--- src/hw/rtl/merge_sorter_core_assert.svh ---
// Assertion macros for the merge sorter core.
`ifndef MERGE_SORTER_CORE_ASSERT_SVH
`define MERGE_SORTER_CORE_ASSERT_SVH

// Same-cycle implication, disabled during reset.
`define MSORT_ASSERT_NOW(label, clk, rst_n, ante, cons) \
	label: assert property (@(posedge clk) disable iff (!(rst_n)) (ante) |-> (cons)) \
		else $error("msort: assertion failed");

// Next-cycle implication, disabled during reset.
`define MSORT_ASSERT_NEXT(label, clk, rst_n, ante, cons) \
	label: assert property (@(posedge clk) disable iff (!(rst_n)) (ante) |=> (cons)) \
		else $error("msort: assertion failed");

`endif

--- src/hw/rtl/msort_pkg.sv ---
// Shared constants and types of the merge sorter.
package msort_pkg;

	localparam int MaxItemsDef   = 64;
	localparam int ValueWidthDef = 32;

	typedef struct packed {
		logic insert;
		logic shift;
	} cell_ctl_t;

endpackage

--- src/hw/rtl/msort_cell.sv ---
// One sorting cell: holds one element, inserts in order or shifts toward the head.
module msort_cell
	import msort_pkg::*;
#(
	parameter int VALUE_WIDTH = ValueWidthDef
) (
	input  logic                          clk,
	input  logic                          arst_n,
	input  cell_ctl_t                     ctl,
	input  logic signed [VALUE_WIDTH-1:0] x,
	input  logic signed [VALUE_WIDTH-1:0] left_val,
	input  logic                          left_vld,
	input  logic                          left_lt,
	input  logic signed [VALUE_WIDTH-1:0] right_val,
	input  logic                          right_vld,
	output logic signed [VALUE_WIDTH-1:0] val_q,
	output logic                          vld_q,
	output logic                          lt
);

	// new element belongs at or before this cell
	assign lt = !vld_q || (x < val_q);

	always_ff @(posedge clk or negedge arst_n) begin
		if (!arst_n) begin
			vld_q <= 1'b0;
		end else if (ctl.shift) begin
			vld_q <= right_vld;
		end else if (ctl.insert && lt) begin
			vld_q <= left_lt ? left_vld : 1'b1;
		end
	end

	always_ff @(posedge clk) begin
		if (ctl.shift) begin
			val_q <= right_val;
		end else if (ctl.insert && lt) begin
			val_q <= left_lt ? left_val : x;
		end
	end

endmodule

--- config.mk ---
export PLATFORM = sky130hd
export DESIGN_NAME = msort_cell
export DESIGN_NICKNAME = d
export VERILOG_FILES = /design/src/hw/rtl/merge_sorter_core_assert.svh /design/src/hw/rtl/msort_pkg.sv /design/src/hw/rtl/msort_cell.sv
export SDC_FILE = /design/constraint.sdc
export NUM_CORES = 1
export LEC_CHECK = 0
export ABC_AREA = 1
export BUFFER_PORTS_ARGS = -buffer_cell sky130_fd_sc_hd__clkbuf_2
export CORE_ASPECT_RATIO = 1.75
export CORE_MARGIN = 2
export CORE_UTILIZATION = 45
export CTS_CLUSTER_SIZE = 20
export DETAILED_ROUTE_END_ITERATION = 6
export PLACE_DENSITY = 0.84
export SLEW_MARGIN = 20
export SYNTH_ARGS = -nofsm -noshare
export SYNTH_HDL_FRONTEND = slang
export SYNTH_SLANG_ARGS = --single-unit
--- constraint.sdc ---
create_clock -name clk -period 2.6 [get_ports clk]
set_input_delay 0.26 -clock clk [delete_from_list [all_inputs] [get_ports clk]]
set_output_delay 0.26 -clock clk [all_outputs]
set_load 0.05 [all_outputs]
==> impl_metrics.yaml <==
global_route:
  grt_use_total_pct: 23.4
  grt_pass1_vias: 2680
  grt_max_degree: 34
  busiest_layer: "met2"
  use_met2_pct: 42.2
  grt_first_pass_wirelength_um: 10900
  use_met3_pct: 2.53
  grt.overflow.total: 0
  antenna_found_initial: 0
  grtUsageMet1_pct: 25.7
clock_network:
  cts_setup_buffers: 0
  cts_tree: "done"
  clock_latency_ns: 0.28
  clockBufferDepth: 2
  clk_pin_slew_worst_paths_ns: 0.07
  post_cts_resized: 0
  htree_levels: 2
  cts_sinks: 33
  clockRootBuffer: "clkbuf_8"
  cts_buffers: 5
worst_setup_path:
  reg2reg_setup_slack_ns: 0.29
  endpoint_kind: "output port"
  r2r-start: "val_q[27]"
  cp-start-kind: "register"
  crit_required_ns: 2.34
  crit_family: "simple AND/OR/NAND/NOR gates"
  rr_worst_depth: 11
  path_max_fanout: 2
  path_buf_inv: 2
  arrival_ns: 2.10
  criticalPathCategory: "register to output port"
  slowest_stage: "edfxtp_1"
  r2r_end: "val_q[5]"
  worstPathCellList: "inv_1 -> ha_1 -> a21oi_1 -> o21ai_1 -> nand2_1 -> o211ai_2 -> nor2_1 -> nand3_1 -> nand3_2 -> clkbuf_2"
  crit_path_max_incr_delay_ns: 0.40
layout:
  n_antenna_cell: 0
  register_area_sq_um: 986
  finish.cell_count_without_fillers: 527
  multi_input_area_sq_um: 1300
  fin_area_sq_um: 3340
  area_growth_syn_to_layout_pct: 33.9
  layout-drive-gt1-share_pct: 34.7
  fillers: 475
  nNetsFinal: 586
power_and_ir_drop:
  power_frac_clock_pct: 21.2
  internal_power_mw: 1.06
  swShare_pct: 39.5
  switching_power_mw: 0.692
  irDropWorstVdd_v: 0.000334
  report.power.total_mw: 1.75
  cellLeakagePower_nw: 1.83
  p_comb_share_pct: 39.2
  p_per_area_nw_per_um2: 525
  pwr-share-seq_pct: 39.6
hold_path:
  hold_depth: 4
  min-delay-start: "ctl[1]"
  hold_class: "input pin to register"
  hold_end: "vld_q"
drt:
  vias: 2658
  vias_per_cell: 5.04
  dr.pass1.iters: 4
  drc: 0
  detail-route-antenna-nets: 0
  drtIter0Drc: 61
  wl_per_cell_um: 13.3
  wirelength_um: 6980
placed_design:
  dp_slack_ns: 0.314
  io_buffers: 136
  placed_cells: 518
  gp_congestion: 0.857
  placed_area_sq_um: 3250
  dpl.hpwl_um: 5420
floorplanning:
  design.core.area_sq_um: 5300
  initial_core_util_pct: 47.1
  fp.dieArea_sq_um: 6180
  die_x_um: 60.3
  io_pins: 137
  rows: 35
  die_h_um: 102
synth:
  synth_cells: 318
  yosysWarnings: 0
  ys_ff_latch: 33
  synth_area_sq_um: 2490
  synth_cell_types: 23
  syn_area_per_cell_sq_um: 7.84
  yosysSeqAreaShare_pct: 39.5
  syn_nets: 452
timing:
  finalClockSkew_ns: 0.00546
  maxSlewViolCount: 0
  post-route-min-period_ns: 2.36
  fin_crit_sh_pct: 90.6
  setup_viol: 0
  rsz0062_at_grt: "no"
  hold_viol: 0
  clock.fmax_mhz: 424
  tightest_slew_ns: 0.539
  setup-tns-final_ns: 0
  setup_ws_ns: 0.243
  slew-limit-headroom_pct: 64.0
outcome:
  outcome: "finished, final reports clean"
job:
  cap_viol_max_count: 0
## layout by cell type (no fill, tap or decap), types with 2 or more instances in the layout
master,netlist,routed
inv_1,42,42
ha_1,31,31
clkbuf_2,0,136
nand2_2,4,3
nand4_1,2,2
a21oi_1,79,79
nand3_1,3,3
clkinv_2,0,2
nor2_1,37,37
edfxtp_1,32,32
o21ai_1,2,2
nand2_1,60,60
buf_4,0,4
o21ai_0,3,3
clkbuf_8,0,5
## power groups by stage
stage / registers (mW) / clock network, mW / logic, mW
after detailed placement: 0.706 / 0 / 0.686
after floorplan: 0.908 / 0 / 0.268
after global routing: 0.700 / 0.401 / 0.761
final: 0.695 / 0.371 / 0.687
after CTS: 0.694 / 0.388 / 0.691
after global placement: 0.703 / 0 / 0.671
## worst max path at each step
stage / slack, ns / startpoint / cells after the start / end
global route: 0.008 / val_q[5] / 12 / lt
detailed placement: 0.31 / val_q[27] / 11 / val_q[5]
CTS: 0.26 / val_q[27] / 10 / lt
finish: 0.24 / val_q[27] / 10 / lt
floorplan: 0.04 / val_q[5] / 14 / val_q[0]
global placement: 0.37 / val_q[15] / 14 / val_q[4]
## sequential cells by signal, indices dropped and copies added (netlist names)
name and count:
val_q 32, vld_q 1
## cell type report
class,instances,area share [%]
Timing Repair Buffer,141,21.6
Sequential cell,33,29.5
Clock buffer,6,2.17
Multi-Input combinational cell,228,38.8
Clock inverter,2,0.300
Tap cell,74,2.77
Inverter,43,4.83
## cells in the mapped netlist
cell	n	area (sq um)
inv_2	1	3.75
a21oi_1	79	395
nor3_2	1	10.0
nand2_1	60	225
nand4_1	2	12.5
buf_1	1	3.75
nor2_1	37	139
a21oi_2	1	8.76
edfxtp_1	32	961
o21ai_0	3	15.0
nand3_1	3	15.0
buf_2	2	10.0
o211ai_2	1	12.5
inv_1	42	158
dfrtp_1	1	25.0
nand3_2	1	10.0
nand2_2	4	25.0
o21a_1	1	7.51
o21ai_1	2	10.0
nand4_2	1	12.5
ha_1	31	388
nor3_1	1	5.00
clkbuf_1	11	41.3
## through the flow
step,hold slack [ns],utilization (%)
after floorplan,-0.0356,-
after global placement,0.0407,61.3
after global routing,0.316,63.0
after detailed placement,0.0411,61.3
final,0.292,63.0
after CTS,0.268,63.0
## layer usage
metal	up-vias	share of wire (%)
li1	1331	-
met1	1185	37
met2	122	54
met3	20	5.6
met4	0	3.1
met5	-	0
## cell families after synthesis
family,count (synthesis),share of synthesized area [%]
AND/OR/NAND/NOR,110,18.2
buffers and inverters,57,8.68
adder cells (fa/ha/maj),31,15.6
flip-flops,33,39.5
AO/OA/AOI/OAI,87,18.0
## what timing repair did
item                                    in CTS  in global routing
endpoints found under the setup margin       0                  0
hold buffers                                 1                  0
endpoints found under the hold margin        1                  0
## worst reg2reg max path: stages, from the launching register on
cell      delay, ns
edfxtp_1       0.40
inv_1          0.07
ha_1           0.23
a21oi_1        0.17
o21ai_1        0.10
nand2_1        0.10
o211ai_2       0.08
nor2_1         0.13
nand3_1        0.13
nand3_2        0.12
nand2_2        0.07
nand2_4        0.35
(Power assumes the default switching activity.)
